<file path="src/bmm_pkg.sv">
`default_nettype none

package bmm_pkg;

  // Default sizes of the graph
  localparam int unsigned MAX_LEFT_DEF  = 32;
  localparam int unsigned MAX_RIGHT_DEF = 32;

  // Field widths
  localparam int unsigned OPCODE_W  = 2;
  localparam int unsigned VERTEX_W  = 5;
  localparam int unsigned COUNT_W   = 6;
  localparam int unsigned CFG_IDX_W = 1;

  // Opcodes
  localparam logic [OPCODE_W-1:0] OP_CLEAR    = 2'd0;
  localparam logic [OPCODE_W-1:0] OP_ADD_EDGE = 2'd1;
  localparam logic [OPCODE_W-1:0] OP_SOLVE    = 2'd2;

  // Configuration register indexes
  localparam logic [CFG_IDX_W-1:0] REG_LEFT_COUNT  = 1'b0;
  localparam logic [CFG_IDX_W-1:0] REG_RIGHT_COUNT = 1'b1;

  // Source of the adjacency read address
  typedef enum logic [1:0] {
    ADJ_SEL_INPUT = 2'd0,
    ADJ_SEL_ROOT  = 2'd1,
    ADJ_SEL_CUR   = 2'd2
  } adj_sel_e;

  // Controller to datapath
  typedef struct packed {
    adj_sel_e adj_sel;
    logic     edge_latch;
    logic     adj_clear;
    logic     adj_write;
    logic     solve_init;
    logic     root_first;
    logic     root_next;
    logic     try_start;
    logic     pick;
    logic     pop;
    logic     pop_load;
    logic     push;
    logic     augment_end;
    logic     flip_write;
    logic     emit_load;
    logic     emit_zero;
  } ctrl_cmd_t;

  // Datapath to controller
  typedef struct packed {
    logic edge_ok;
    logic lc_zero;
    logic root_last;
    logic root_has_edge;
    logic cand_any;
    logic owner_taken;
    logic sp_zero;
    logic out_free;
  } ctrl_sts_t;

endpackage

`default_nettype wire

</file>
<file path="src/bmm_ctrl.sv">
`default_nettype none

module bmm_ctrl import bmm_pkg::*; (
  input  wire logic                clk_i,
  input  wire logic                rst_ni,
  input  wire logic                in_valid_i,
  output logic                     in_ready_o,
  input  wire logic [OPCODE_W-1:0] opcode_i,
  input  wire ctrl_sts_t           sts_i,
  output ctrl_cmd_t                cmd_o
);

  typedef enum logic [11:0] {
    ST_IDLE      = 12'b0000_0000_0001,
    ST_ADD_WR    = 12'b0000_0000_0010,
    ST_ROOT_RD   = 12'b0000_0000_0100,
    ST_ROOT_CHK  = 12'b0000_0000_1000,
    ST_ADJ_RD    = 12'b0000_0001_0000,
    ST_PICK      = 12'b0000_0010_0000,
    ST_OWN_CHK   = 12'b0000_0100_0000,
    ST_POP_WAIT  = 12'b0000_1000_0000,
    ST_FLIP_WR   = 12'b0001_0000_0000,
    ST_EMIT_RD   = 12'b0010_0000_0000,
    ST_EMIT_WAIT = 12'b0100_0000_0000,
    ST_EMIT_ZERO = 12'b1000_0000_0000
  } state_e;

  state_e state_q, state_d;
  logic   accept;

  assign in_ready_o = (state_q == ST_IDLE);
  assign accept     = in_valid_i && in_ready_o;

  // Next state and command decode
  always_comb begin
    state_d       = state_q;
    cmd_o         = '0;
    cmd_o.adj_sel = ADJ_SEL_CUR;
    unique case (state_q)
      ST_IDLE: begin
        cmd_o.adj_sel = ADJ_SEL_INPUT;
        if (accept) begin
          cmd_o.edge_latch = 1'b1;
          unique case (opcode_i)
            OP_CLEAR: begin
              cmd_o.adj_clear = 1'b1;
            end
            OP_ADD_EDGE: begin
              if (sts_i.edge_ok) begin
                state_d = ST_ADD_WR;
              end
            end
            OP_SOLVE: begin
              cmd_o.solve_init = 1'b1;
              cmd_o.root_first = 1'b1;
              state_d = sts_i.lc_zero ? ST_EMIT_ZERO : ST_ROOT_RD;
            end
            default: ;
          endcase
        end
      end
      ST_ADD_WR: begin
        cmd_o.adj_write = 1'b1;
        state_d = ST_IDLE;
      end
      ST_ROOT_RD: begin
        cmd_o.adj_sel = ADJ_SEL_ROOT;
        state_d = ST_ROOT_CHK;
      end
      ST_ROOT_CHK: begin
        // keep reading the root row so the search sees it next cycle
        cmd_o.adj_sel = ADJ_SEL_ROOT;
        if (sts_i.root_has_edge) begin
          cmd_o.try_start = 1'b1;
          state_d = ST_PICK;
        end else if (sts_i.root_last) begin
          cmd_o.root_first = 1'b1;
          state_d = ST_EMIT_RD;
        end else begin
          cmd_o.root_next = 1'b1;
          state_d = ST_ROOT_RD;
        end
      end
      ST_ADJ_RD: begin
        state_d = ST_PICK;
      end
      ST_PICK: begin
        if (sts_i.cand_any) begin
          cmd_o.pick = 1'b1;
          state_d = ST_OWN_CHK;
        end else if (!sts_i.sp_zero) begin
          // dead end: back up one level
          cmd_o.pop = 1'b1;
          state_d = ST_POP_WAIT;
        end else if (sts_i.root_last) begin
          cmd_o.root_first = 1'b1;
          state_d = ST_EMIT_RD;
        end else begin
          cmd_o.root_next = 1'b1;
          state_d = ST_ROOT_RD;
        end
      end
      ST_OWN_CHK: begin
        if (sts_i.owner_taken) begin
          // descend into the current owner of the right vertex
          cmd_o.push = 1'b1;
          state_d = ST_ADJ_RD;
        end else begin
          cmd_o.augment_end = 1'b1;
          if (!sts_i.sp_zero) begin
            cmd_o.pop = 1'b1;
            state_d = ST_FLIP_WR;
          end else if (sts_i.root_last) begin
            cmd_o.root_first = 1'b1;
            state_d = ST_EMIT_RD;
          end else begin
            cmd_o.root_next = 1'b1;
            state_d = ST_ROOT_RD;
          end
        end
      end
      ST_POP_WAIT: begin
        cmd_o.pop_load = 1'b1;
        state_d = ST_ADJ_RD;
      end
      ST_FLIP_WR: begin
        cmd_o.flip_write = 1'b1;
        if (!sts_i.sp_zero) begin
          cmd_o.pop = 1'b1;
        end else if (sts_i.root_last) begin
          cmd_o.root_first = 1'b1;
          state_d = ST_EMIT_RD;
        end else begin
          cmd_o.root_next = 1'b1;
          state_d = ST_ROOT_RD;
        end
      end
      ST_EMIT_RD: begin
        state_d = ST_EMIT_WAIT;
      end
      ST_EMIT_WAIT: begin
        if (sts_i.out_free) begin
          cmd_o.emit_load = 1'b1;
          if (sts_i.root_last) begin
            state_d = ST_IDLE;
          end else begin
            cmd_o.root_next = 1'b1;
            state_d = ST_EMIT_RD;
          end
        end
      end
      ST_EMIT_ZERO: begin
        if (sts_i.out_free) begin
          cmd_o.emit_zero = 1'b1;
          state_d = ST_IDLE;
        end
      end
      default: begin
        state_d = ST_IDLE;
      end
    endcase
  end

  // State register
  always_ff @(posedge clk_i or negedge rst_ni) begin
    if (!rst_ni) begin
      state_q <= ST_IDLE;
    end else begin
      state_q <= state_d;
    end
  end

endmodule

`default_nettype wire

</file>
<file path="src/bmm_dpath.sv">
`default_nettype none

module bmm_dpath import bmm_pkg::*; #(
  parameter int unsigned MAX_LEFT  = MAX_LEFT_DEF,
  parameter int unsigned MAX_RIGHT = MAX_RIGHT_DEF
) (
  input  wire logic                 clk_i,
  input  wire logic                 rst_ni,
  input  wire logic                 cfg_we_i,
  input  wire logic [CFG_IDX_W-1:0] cfg_idx_i,
  input  wire logic [COUNT_W-1:0]   cfg_data_i,
  input  wire logic [VERTEX_W-1:0]  left_vertex_i,
  input  wire logic [VERTEX_W-1:0]  right_vertex_i,
  input  wire ctrl_cmd_t            cmd_i,
  output ctrl_sts_t                 sts_o,
  output logic                      out_valid_o,
  input  wire logic                 out_ready_i,
  output logic [VERTEX_W-1:0]       left_id_o,
  output logic [VERTEX_W-1:0]       partner_o,
  output logic                      has_partner_o,
  output logic [COUNT_W-1:0]        match_total_o,
  output logic                      last_o
);

  localparam int unsigned LW     = $clog2(MAX_LEFT);
  localparam int unsigned RW     = $clog2(MAX_RIGHT);
  localparam int unsigned LC_CAP = (MAX_LEFT < 32) ? MAX_LEFT : 32;
  localparam int unsigned SW     = LW + RW;

  // Configuration
  logic [COUNT_W-1:0] left_count_q, right_count_q;
  logic [COUNT_W-1:0] lc;
  logic [6:0]         rc;
  logic [MAX_RIGHT-1:0] rmask;

  // Memories
  logic [MAX_RIGHT-1:0] adj_mem     [MAX_LEFT];
  logic [LW-1:0]        owner_mem   [MAX_RIGHT];
  logic [RW-1:0]        partner_mem [MAX_LEFT];
  logic [SW-1:0]        stack_mem   [MAX_LEFT];

  logic [MAX_LEFT-1:0]  adj_vld_q, partner_vld_q;
  logic [MAX_RIGHT-1:0] owner_vld_q;

  logic [MAX_RIGHT-1:0] adj_rd_q;
  logic                 adj_rd_vld_q;
  logic [LW-1:0]        owner_rd_q;
  logic [RW-1:0]        partner_rd_q;
  logic [SW-1:0]        stack_rd_q;

  // Search state
  logic [MAX_RIGHT-1:0] visited_q;
  logic [LW-1:0]        cur_q, u_q, sp_q;
  logic [RW-1:0]        r_q;
  logic [COUNT_W-1:0]   matched_q;
  logic [LW-1:0]        edge_lv_q;
  logic [RW-1:0]        edge_rv_q;

  // Combinational
  logic [LW-1:0]        adj_raddr;
  logic [MAX_RIGHT-1:0] row_eff, cand, iso, edge_bit;
  logic [RW-1:0]        pick_r;
  logic [LW-1:0]        stk_left;
  logic [RW-1:0]        stk_right;
  logic                 owner_we;
  logic [RW-1:0]        owner_waddr;
  logic [LW-1:0]        owner_wdata;
  logic [LW-1:0]        partner_waddr;
  logic [RW-1:0]        partner_wdata;

  // Effective counts, saturated to the sizes built
  assign lc = (left_count_q > COUNT_W'(LC_CAP)) ? COUNT_W'(LC_CAP) : left_count_q;
  assign rc = ({1'b0, right_count_q} > 7'(MAX_RIGHT)) ? 7'(MAX_RIGHT)
                                                      : {1'b0, right_count_q};

  for (genvar i = 0; i < MAX_RIGHT; i++) begin : g_rmask
    assign rmask[i] = (7'(i) < rc);
  end

  // Configuration writes
  always_ff @(posedge clk_i or negedge rst_ni) begin
    if (!rst_ni) begin
      left_count_q  <= '0;
      right_count_q <= '0;
    end else if (cfg_we_i) begin
      if (cfg_idx_i == REG_LEFT_COUNT) begin
        left_count_q <= cfg_data_i;
      end else if (cfg_idx_i == REG_RIGHT_COUNT) begin
        right_count_q <= cfg_data_i;
      end
    end
  end

  // Adjacency read address
  always_comb begin
    unique case (cmd_i.adj_sel)
      ADJ_SEL_INPUT: adj_raddr = LW'(left_vertex_i);
      ADJ_SEL_ROOT:  adj_raddr = u_q;
      ADJ_SEL_CUR:   adj_raddr = cur_q;
      default:       adj_raddr = cur_q;
    endcase
  end

  // Row as seen by the search; a row not written since clear reads as empty
  assign row_eff  = adj_rd_vld_q ? adj_rd_q : '0;
  assign edge_bit = {{(MAX_RIGHT-1){1'b0}}, 1'b1} << edge_rv_q;

  // Lowest unvisited usable right vertex
  assign cand = row_eff & rmask & ~visited_q;
  assign iso  = cand & (~cand + {{(MAX_RIGHT-1){1'b0}}, 1'b1});

  always_comb begin
    pick_r = '0;
    for (int unsigned i = 0; i < MAX_RIGHT; i++) begin
      if (iso[i]) begin
        pick_r = pick_r | RW'(i);
      end
    end
  end

  assign stk_left  = stack_rd_q[SW-1:RW];
  assign stk_right = stack_rd_q[RW-1:0];

  // Matching updates: the end of the path, then one stack level a cycle
  assign owner_we      = cmd_i.augment_end || cmd_i.flip_write;
  assign owner_waddr   = cmd_i.augment_end ? r_q : stk_right;
  assign owner_wdata   = cmd_i.augment_end ? cur_q : stk_left;
  assign partner_waddr = owner_wdata;
  assign partner_wdata = owner_waddr;

  // Adjacency memory
  always_ff @(posedge clk_i) begin
    if (cmd_i.adj_write) begin
      adj_mem[edge_lv_q] <= row_eff | edge_bit;
    end
    adj_rd_q     <= adj_mem[adj_raddr];
    adj_rd_vld_q <= adj_vld_q[adj_raddr];
  end

  // Owner, partner and stack memories
  always_ff @(posedge clk_i) begin
    if (owner_we) begin
      owner_mem[owner_waddr]     <= owner_wdata;
      partner_mem[partner_waddr] <= partner_wdata;
    end
    if (cmd_i.push) begin
      stack_mem[sp_q] <= {cur_q, r_q};
    end
    owner_rd_q   <= owner_mem[pick_r];
    partner_rd_q <= partner_mem[u_q];
    stack_rd_q   <= stack_mem[sp_q - 1'b1];
  end

  // Edge latch and picked right vertex
  always_ff @(posedge clk_i) begin
    if (cmd_i.edge_latch) begin
      edge_lv_q <= LW'(left_vertex_i);
      edge_rv_q <= RW'(right_vertex_i);
    end
    if (cmd_i.pick) begin
      r_q <= pick_r;
    end
  end

  // Valid bits
  always_ff @(posedge clk_i or negedge rst_ni) begin
    if (!rst_ni) begin
      adj_vld_q     <= '0;
      owner_vld_q   <= '0;
      partner_vld_q <= '0;
    end else begin
      if (cmd_i.adj_clear) begin
        adj_vld_q <= '0;
      end else if (cmd_i.adj_write) begin
        adj_vld_q[edge_lv_q] <= 1'b1;
      end
      if (cmd_i.solve_init) begin
        owner_vld_q   <= '0;
        partner_vld_q <= '0;
      end else if (owner_we) begin
        owner_vld_q[owner_waddr]     <= 1'b1;
        partner_vld_q[partner_waddr] <= 1'b1;
      end
    end
  end

  // Search control registers
  always_ff @(posedge clk_i or negedge rst_ni) begin
    if (!rst_ni) begin
      visited_q <= '0;
      cur_q     <= '0;
      sp_q      <= '0;
      u_q       <= '0;
      matched_q <= '0;
    end else begin
      if (cmd_i.try_start) begin
        visited_q <= '0;
      end else if (cmd_i.pick) begin
        visited_q <= visited_q | iso;
      end

      if (cmd_i.try_start) begin
        cur_q <= u_q;
      end else if (cmd_i.pop_load) begin
        cur_q <= stk_left;
      end else if (cmd_i.push) begin
        cur_q <= owner_rd_q;
      end

      if (cmd_i.try_start) begin
        sp_q <= '0;
      end else if (cmd_i.push) begin
        sp_q <= sp_q + 1'b1;
      end else if (cmd_i.pop) begin
        sp_q <= sp_q - 1'b1;
      end

      if (cmd_i.root_first) begin
        u_q <= '0;
      end else if (cmd_i.root_next) begin
        u_q <= u_q + 1'b1;
      end

      if (cmd_i.solve_init) begin
        matched_q <= '0;
      end else if (cmd_i.augment_end) begin
        matched_q <= matched_q + 1'b1;
      end
    end
  end

  // Status
  assign sts_o.edge_ok       = (7'(left_vertex_i) < 7'(MAX_LEFT)) &&
                               (7'(right_vertex_i) < 7'(MAX_RIGHT));
  assign sts_o.lc_zero       = (lc == '0);
  assign sts_o.root_last     = ((7'(u_q) + 7'd1) == 7'(lc));
  assign sts_o.root_has_edge = |(row_eff & rmask);
  assign sts_o.cand_any      = |cand;
  assign sts_o.owner_taken   = owner_vld_q[r_q];
  assign sts_o.sp_zero       = (sp_q == '0);
  assign sts_o.out_free      = !out_valid_o || out_ready_i;

  // Output register
  always_ff @(posedge clk_i or negedge rst_ni) begin
    if (!rst_ni) begin
      out_valid_o <= 1'b0;
    end else if (cmd_i.emit_load || cmd_i.emit_zero) begin
      out_valid_o <= 1'b1;
    end else if (out_ready_i) begin
      out_valid_o <= 1'b0;
    end
  end

  always_ff @(posedge clk_i) begin
    if (cmd_i.emit_zero) begin
      left_id_o     <= '0;
      partner_o     <= '0;
      has_partner_o <= 1'b0;
      match_total_o <= '0;
      last_o        <= 1'b1;
    end else if (cmd_i.emit_load) begin
      left_id_o     <= VERTEX_W'(u_q);
      partner_o     <= partner_vld_q[u_q] ? VERTEX_W'(partner_rd_q) : '0;
      has_partner_o <= partner_vld_q[u_q];
      match_total_o <= matched_q;
      last_o        <= sts_o.root_last;
    end
  end

endmodule

`default_nettype wire

</file>
<file path="src/bipartite_max_matching.sv">
`default_nettype none

// Channel   Handshake                  Payload
// config    cfg_we_i                   cfg_idx_i, cfg_data_i
// input     in_valid_i / in_ready_o    opcode_i, left_vertex_i, right_vertex_i
// result    out_valid_o / out_ready_i  left_id_o, partner_o, has_partner_o,
//                                      match_total_o, last_o
//
// Clear drops every row; add edge is a read-modify-write of the row memory.
// Solve searches from each left vertex with a loop of row read, pick and owner
// check, backs up on dead ends, flips each path found, then emits one result per
// left vertex (or one zero result when no left vertex is configured).
// Reset clears counts, valid bits and control; the graph reads as empty.
// Input is taken only between operations; a held result stalls the emit loop.

module bipartite_max_matching import bmm_pkg::*; #(
  parameter int unsigned MAX_LEFT  = MAX_LEFT_DEF,
  parameter int unsigned MAX_RIGHT = MAX_RIGHT_DEF
) (
  input  wire logic                 clk_i,
  input  wire logic                 rst_ni,
  input  wire logic                 cfg_we_i,
  input  wire logic [CFG_IDX_W-1:0] cfg_idx_i,
  input  wire logic [COUNT_W-1:0]   cfg_data_i,
  input  wire logic                 in_valid_i,
  output logic                      in_ready_o,
  input  wire logic [OPCODE_W-1:0]  opcode_i,
  input  wire logic [VERTEX_W-1:0]  left_vertex_i,
  input  wire logic [VERTEX_W-1:0]  right_vertex_i,
  output logic                      out_valid_o,
  input  wire logic                 out_ready_i,
  output logic [VERTEX_W-1:0]       left_id_o,
  output logic [VERTEX_W-1:0]       partner_o,
  output logic                      has_partner_o,
  output logic [COUNT_W-1:0]        match_total_o,
  output logic                      last_o
);

  ctrl_cmd_t cmd;
  ctrl_sts_t sts;

  // Sequencer
  bmm_ctrl u_ctrl (
    .clk_i      (clk_i),
    .rst_ni     (rst_ni),
    .in_valid_i (in_valid_i),
    .in_ready_o (in_ready_o),
    .opcode_i   (opcode_i),
    .sts_i      (sts),
    .cmd_o      (cmd)
  );

  // Graph storage, search state and result register
  bmm_dpath #(
    .MAX_LEFT  (MAX_LEFT),
    .MAX_RIGHT (MAX_RIGHT)
  ) u_dpath (
    .clk_i          (clk_i),
    .rst_ni         (rst_ni),
    .cfg_we_i       (cfg_we_i),
    .cfg_idx_i      (cfg_idx_i),
    .cfg_data_i     (cfg_data_i),
    .left_vertex_i  (left_vertex_i),
    .right_vertex_i (right_vertex_i),
    .cmd_i          (cmd),
    .sts_o          (sts),
    .out_valid_o    (out_valid_o),
    .out_ready_i    (out_ready_i),
    .left_id_o      (left_id_o),
    .partner_o      (partner_o),
    .has_partner_o  (has_partner_o),
    .match_total_o  (match_total_o),
    .last_o         (last_o)
  );

endmodule

`default_nettype wire
</file>
<file path="config.mk">
export PLATFORM = sky130hd
export DESIGN_NAME = bipartite_max_matching
export DESIGN_NICKNAME = d
export VERILOG_FILES = /design/src/bmm_pkg.sv /design/src/bmm_ctrl.sv /design/src/bmm_dpath.sv /design/src/bipartite_max_matching.sv
export SDC_FILE = /design/constraint.sdc
export NUM_CORES = 2
export LEC_CHECK = 0
export ABC_AREA = 1
export BUFFER_PORTS_ARGS = -buffer_cell sky130_fd_sc_hd__buf_2
export CELL_PAD_IN_SITES_DETAIL_PLACEMENT = 1
export CELL_PAD_IN_SITES_GLOBAL_PLACEMENT = 1
export CORE_MARGIN = 2
export CORE_UTILIZATION = 35
export DETAILED_ROUTE_END_ITERATION = 16
export HOLD_SLACK_MARGIN = 0.08
export PLACE_DENSITY_LB_ADDON = 0.3
export SETUP_SLACK_MARGIN = 0.15
export SYNTH_ARGS = -nofsm -noshare
export SYNTH_HDL_FRONTEND = slang
export SYNTH_SLANG_ARGS = --single-unit
</file>
<file path="constraint.sdc">
create_clock -name clk_i -period 5.3 [get_ports clk_i]
set_input_delay 0.265 -clock clk_i [delete_from_list [all_inputs] [get_ports clk_i]]
set_output_delay 0.265 -clock clk_i [all_outputs]
set_load 0.02 [all_outputs]
</file>
# After elaboration in Yosys (flattened, before gate mapping)
# Memories as Yosys holds them, arrays and structs flattened. A register that Yosys moved wholly into a read port is not among the register bits.
# Index checks and enable logic that the tools add are counted.
[word_totals]
input_bits = 24
n_memories = 4
mem_bits_rw = 1664
reg_bits = 208
wordCells = 362
output_inout_bits = 20
[classes]
eq_ne = 23
n_lt_le_gt_ge = 43
n_shift = 1
n_bitwise = 10
reduce_logical = 27
mux = 227
add_sub_neg = 6
[memory_table]
columns = ["memory", "depth", "word_bits", "read_ports", "rd_clocked_by_memory_dff", "wr", "line_no", "text"]
rows = [
  ["u_dpath.adj_mem", 32, 32, 1, 1, 1, "bmm_dpath.sv:37", "logic [MAX_RIGHT-1:0] adj_mem [MAX_LEFT];"],
  ["u_dpath.stack_mem", 32, 10, 1, 1, 1, "bmm_dpath.sv:40", "logic [SW-1:0] stack_mem [MAX_LEFT];"],
  ["u_dpath.owner_mem", 32, 5, 1, 1, 1, "bmm_dpath.sv:38", "logic [LW-1:0] owner_mem [MAX_RIGHT];"],
  ["u_dpath.partner_mem", 32, 5, 1, 1, 1, "bmm_dpath.sv:39", "logic [RW-1:0] partner_mem [MAX_LEFT];"],
]
[ops]
columns = ["cell", "n"]
rows = [
  ["12-bit two-way mux", 36],
  ["32-bit two-way mux", 13],
  ["5-bit two-way mux", 38],
  ["32-bit bitwise OR", 5],
  ["12-bit one-hot mux with 11 select lines", 1],
  ["5-bit by 7-bit < comparator with 1-bit output (first input constant)", 16],
  ["32-bit bitwise AND", 3],
  ["6-bit two-way mux", 14],
  ["1-bit two-way mux", 74],
  ["32-bit inverter", 2],
  ["32-bit OR reduction", 2],
  ["4-bit by 7-bit < comparator with 1-bit output (first input constant)", 8],
  ["2-bit two-way mux", 25],
  ["5-bit by 6-bit < comparator with 1-bit output (second input constant)", 6],
  ["32-bit by 1-bit adder with 32-bit output (second input constant)", 1],
  ["4-bit two-way mux", 8],
  ["1-bit by 5-bit left shift with 32-bit output (first input constant)", 1],
  ["3-bit by 7-bit < comparator with 1-bit output (first input constant)", 4],
  ["12-bit one-hot mux with 2 select lines", 1],
  ["10-bit two-way mux", 2],
  ["1-bit binary-select mux with 5-bit select", 3],
  ["1-bit demux with 5-bit select", 3],
  ["5-bit by 1-bit >= comparator with 1-bit output (second input constant)", 3],
  ["1-bit by 7-bit < comparator with 1-bit output (first input constant)", 2],
  ["40 further kinds", 66],
]

# Logic depth before layout (Yosys ltp)
[logic_depth]
word_depth = 39
depth_mapped = 24
ltp_nobuf = 22

# Cells and area by module
# A second synthesis with hierarchy kept.
[unflattened]
hier_cells = 6786
hier_area_um2 = 79162.2
[modules_own_cells]
columns = ["module", "cells_each", "seq_area_each_um2", "area_per_inst_um2", "instances"]
rows = [
  ["bmm_dpath", 6622, 55893.6, 78123.7, 1],
  ["bmm_ctrl", 164, 301.5, 1038.5, 1],
]

# Least setup slack after synthesis
# Ideal clock, no wire load.
[synth_path]
path_kind = "register to register"
from = "reg u_dpath.r_q[0]"
to = "mem u_dpath.owner_mem[12][0] (netlist bit), enable pin"
n_path_buf = 2
setup_ps = 347
t_arrival_ps = 4184
stages_incl_launch_ff = 15
t_required_ps = 4953
synth_period_minus_slack_ps = 4531
slack_ps = 769
cell_sequence = "edfxtp_1 -> clkbuf_1 -> inv_1 -> buf_2 -> o21ai_1 -> o211ai_1 -> nand3_1 -> nand3_1 -> nand2_1 -> nand2_2 -> o21ai_0 -> inv_1 -> nor2_1 -> nand2_1 -> nor2_1"
[synth_between]
word_cells_on_any_way = 9
classes_between = "mux: 8; reduce/logical: 1"
[synth_lines]
columns = ["element", "line_no", "text"]
rows = [
  ["start: declaration", "bmm_dpath.sv:54", "logic [RW-1:0] r_q;"],
  ["start signal: assignment", "bmm_dpath.sv:161", "r_q <= pick_r;"],
  ["1-bit binary-select mux with 5-bit select", "bmm_dpath.sv:239", "assign sts_o.owner_taken = owner_vld_q[r_q];"],
  ["1-bit two-way mux (implied by the code)", "bmm_dpath.sv:239", ""],
  ["1-bit two-way mux", "bmm_ctrl.sv:104", "if (sts_i.owner_taken) begin"],
  ["1-bit two-way mux", "bmm_ctrl.sv:39", "unique case (state_q)"],
  ["2-bit two-way mux", "bmm_ctrl.sv:39", ""],
  ["5-bit two-way mux", "bmm_dpath.sv:126", "assign owner_waddr = cmd_i.augment_end ? r_q : stk_right;"],
  ["net u_dpath.owner_waddr[3]", "bmm_dpath.sv:66", "logic [RW-1:0] owner_waddr;"],
  ["end: declaration", "bmm_dpath.sv:38", ""],
]
# The timed path passes the listed nets, and every way through them passes these cells. The select of a mux whose other input is x is not followed.

# Final worst setup path
[layout_path]
from = "reg u_ctrl.state_q[11]"
to = "reg u_dpath.adj_rd_q[9] (read register of u_dpath.adj_mem)"
[layout_between]
elab_chain_cells = 5
word_cells_on_any_way = 8
classes_between = "eq/ne: 4; mux: 2; reduce/logical: 2"
[layout_lines]
columns = ["element", "line_no", "text"]
rows = [
  ["start: declaration", "bmm_ctrl.sv:28", "state_e state_q, state_d;"],
  ["start signal: assignment", "bmm_ctrl.sv:169", "state_q <= state_d;"],
  ["12-bit by 3-bit equality test with 1-bit output / 12-bit by 4-bit equality test with 1-bit output (equally long branches)", "bmm_ctrl.sv:39", ""],
  ["2-bit OR reduction (no line)", "n/a", ""],
  ["2-bit one-hot mux with 2 select lines *", "bmm_ctrl.sv:39", ""],
  ["2-bit by 1-bit equality test with 1-bit output / 2-bit zero test (equally long branches)", "bmm_dpath.sv:96", "unique case (cmd_i.adj_sel)"],
  ["5-bit one-hot mux with 2 select lines *", "bmm_dpath.sv:96", ""],
  ["end: declaration", "bmm_dpath.sv:45", "logic [MAX_RIGHT-1:0] adj_rd_q;"],
]
# Every way passes the cells marked *; elsewhere a longest branch is shown, timed or not.
# A chain may end at the register's enable or synchronous reset.

==> metrics <==
Cell Pwr Density 566.9 nW/um2; max-slew violation count 0; first-pass GRT wire length 374300 um; Die W 479.4 um; TritonCTS Sinks around 1900; drt pass-1 iters 5; HPWL Detailed between 100000 and 150000 um; Final min period 4618 ps; worst-margin pin slew 1359 ps; Critical Path Sink Type register; vias in the first global route 56113; critical path type reg2reg; clk slew on worst S/H paths 60 ps; Unique masters post-synth 54; via/cell ratio approximately 5.5; worst endpoint required time about 6100 ps; Final Worst Setup Slack ~700 ps; M3 GR Usage 0.02662; Post-Syn Nets 6869; Final Hold Vio Count 0; max cap viols 0; worst slack, placed 724.2 ps; core footprint 224700 um2; crit path launch type register; Root Buffer clkbuf_16; CTS Hold Bufs 28; met2 usage in global routing 0.3511; Port-buffer cells 43; status finished clean; layout cells sized above 1 0.09088; Final #Nets between 6000 and 7000; placed insts 9622; multi-input logic area 20680 um2; RSZ-0062 raised after global routing no; TritonCTS Buffers just under 200; final setup vio count 0; Die Y 479.4 um; Hold Path Class in2reg; register cell area after layout 56200 um2; area delta synth->final 14.01%; FMAX 216.6 MHz; post-route cell area ~90000 um2; drt first-iter violations 5026; GRT Overall Usage 0.2162; crit share post-route 0.8713; Post-CTS Setup Inserts 0; met1 usage 0.3014; sequential share of the synthesized area 0.7103; Worst Clk Skew 30.09 ps; flops & latches, synth 1924; Starting Density 0.3521; GP Congestion 0.8815; Rel. slew slack 0.09422; WL/cell 25.13 um; H-tree Lvls 4; DRC violation count after routing 0; Detail Route Antenna Nets 0; die area approximately 230000 um2; Worst-Skew Late Latency around 870 ps; Syn Area/Cell 11.57 um2; setup_tns 0 ps; Yosys warnings 0; num ports 44; total congestion overflow 0; Worst Path Max Fanout 88; DR vias 54922; DP Area 83540 um2; CTS resizes 0; worst vdd ir approximately 1 mV; worst-case clock buffer depth 3; antenna violations before repair 3; WP data arrival 5360 ps; largest net degree at the start of global routing 164; Cell Area, Synth 79120 um2; num rows 174; TritonCTS clock tree built; Finished Layout Cells 10025; busiest layer in global routing met2; routed wire length 252000 um; Leakage 0.03145 uW; number of fill cells in the layout 23867; Post-Syn Instances roughly 7000
==> final timing paths <==
kind,from,cells past startpoint,slack (ps),end
worst max register to register,u_ctrl.state_q[11]$_DFFE_PN0P_,18,680,u_dpath.adj_rd_q[9]$_DFF_P_
min in group asynchronous,rst_ni,3,570,u_ctrl.state_q[0]$_DFFE_PN1P_
worst min-delay path,right_vertex_i[1],2,220,u_dpath.edge_rv_q[1]$_DFFE_PP_
max in group asynchronous,rst_ni,4,3610,u_dpath.u_q[0]$_DFFE_PN0P_
worst max-delay path,u_ctrl.state_q[11]$_DFFE_PN0P_,18,680,u_dpath.adj_rd_q[9]$_DFF_P_
worst min register to register,u_dpath.partner_o[0]$_SDFFE_PP0P_,2,480,u_dpath.partner_o[0]$_SDFFE_PP0P_
==> sequential cells by signal, indices dropped and copies added, names as in the netlist, 6 cells and up <==
register and count:
u_dpath.left_count_q 6, u_dpath.adj_rd_q 32, u_dpath.matched_q 6, u_dpath.owner_mem 160, u_dpath.owner_vld_q 32, u_dpath.visited_q 32, u_dpath.partner_vld_q 32, u_dpath.stack_mem 320
u_dpath.partner_mem 160, u_ctrl.state_q 12, u_dpath.stack_rd_q 10, u_dpath.adj_vld_q 32, u_dpath.match_total_o 6, u_dpath.right_count_q 6, u_dpath.adj_mem 1024
==> area by class of cell <==
type	count	share of cell area
inverters	265	0.01129
repair buffers	240	0.02479
clock inverters	104	0.009932
flip-flops and latches	1924	0.6231
well taps	2992	0.04150
multi-input cells	4230	0.2293
clock buffers	268	0.06009
diodes	2	0.00005549
==> layer usage <==
metal  wire length [um]  vias to the layer above
met5                  0                        -
met3              13450                      357
met4               7465                        0
met1             111400                    28465
met2             119600                     1522
li1                   -                    24578
==> report_power, final <==
part           internal (uW)  switching, uW  leakage (uW)
Combinational           5050          13700        0.0103
Sequential             18200            521        0.0181
Clock                   7630           6000       0.00309
Total                  30900          20200        0.0315
==> per-stage QoR <==
stage,power [uW],utilization,hold slack (ps)
2_1_floorplan,30810,-,-30.59
3_3_place_gp,37340,0.3718,287.5
3_5_place_dp,37650,0.3718,286.1
4_1_cts,51390,0.4013,181.2
5_1_grt,53810,0.4015,214.1
6_report,51140,0.4015,225.0
==> logic make-up (layout without fill, tap and decap cells) <==
family / count (synthesis) / in the layout / synth area share
flip-flops: 1924 / 1924 / 0.7103
other: 0 / 2 / 0
buffers and inverters: 682 / 877 / 0.03467
AO/OA/AOI/OAI: 1271 / 1271 / 0.09555
adder cells (fa/ha/maj): 9 / 9 / 0.001423
XOR/XNOR: 13 / 13 / 0.001439
multiplexers: 32 / 32 / 0.004049
AND/OR/NAND/NOR: 2905 / 2905 / 0.1526
==> cell usage after synthesis, drive strengths merged <==
cell | n | area share
a2111oi | 1 | 0.00011
a211oi | 2 | 0.00019
a21oi | 558 | 0.035
a2bb2oi | 32 | 0.0035
a311oi | 1 | 0.00011
a31oi | 48 | 0.0038
and2 | 1 | 0.000079
buf | 147 | 0.0093
clkbuf | 270 | 0.013
clkinv | 5 | 0.00024
dfrtp | 173 | 0.055
dfstp | 1 | 0.00033
dfxtp | 71 | 0.018
edfxtp | 1679 | 0.64
ha | 9 | 0.0014
inv | 260 | 0.012
mux2i | 32 | 0.0040
nand2 | 1437 | 0.068
nand3 | 291 | 0.019
nand3b | 6 | 0.00057
nand4 | 122 | 0.0099
nor2 | 828 | 0.040
nor3 | 202 | 0.013
nor3b | 1 | 0.000095
nor4 | 12 | 0.00095
o2111ai | 5 | 0.00055
o211ai | 45 | 0.0043
o21a | 6 | 0.00057
o21ai | 327 | 0.021
o221ai | 55 | 0.0061
o22ai | 41 | 0.0032
o311a | 32 | 0.0040
o311ai | 32 | 0.0035
o31ai | 4 | 0.00038
o32ai | 82 | 0.0091
or2 | 5 | 0.00040
xnor2 | 2 | 0.00022
xor2 | 11 | 0.0012
==> critical path, cell delays in order (launching register included) <==
cell and delay (ps):
dfrtp_1 400, nor2_1 160, inv_1 90, nor2_2 250
inv_2 100, nor2_2 180, inv_2 60, nor2_4 220
inv_2 160, or2_2 330, nand3_4 270, buf_12 390
buf_12 390, nand2_1 110, a21oi_1 180, nor3_1 70
o32ai_1 600, nor2_1 110, nor2_1 290
==> placed cells by master, fill, tap and decap left out, types with 21 or more instances in the layout <==
| cell type | count |
|---|---|
| edfxtp_1 | 1679 |
| nand2_1 | 1430 |
| nor2_1 | 779 |
| a21oi_1 | 557 |
| o21ai_0 | 297 |
| nand3_1 | 284 |
| inv_1 | 237 |
| clkbuf_16 | 200 |
| nor3_1 | 196 |
| dfrtp_1 | 171 |
| buf_4 | 133 |
| nand4_1 | 120 |
| o32ai_1 | 82 |
| dfxtp_1 | 71 |
| o221ai_1 | 53 |
| clkbuf_1 | 52 |
| a31oi_1 | 48 |
| o211ai_1 | 45 |
| clkinv_2 | 43 |
| buf_2 | 42 |
| nor2_4 | 40 |
| clkinv_1 | 36 |
| buf_12 | 35 |
| o22ai_1 | 33 |
| o311ai_0 | 32 |
| o311a_1 | 32 |
| mux2i_1 | 32 |
| a2bb2oi_1 | 32 |
| dlygate4sd3_1 | 27 |
| o21ai_2 | 21 |
Note: power is estimated with default switching activity, not from simulation.
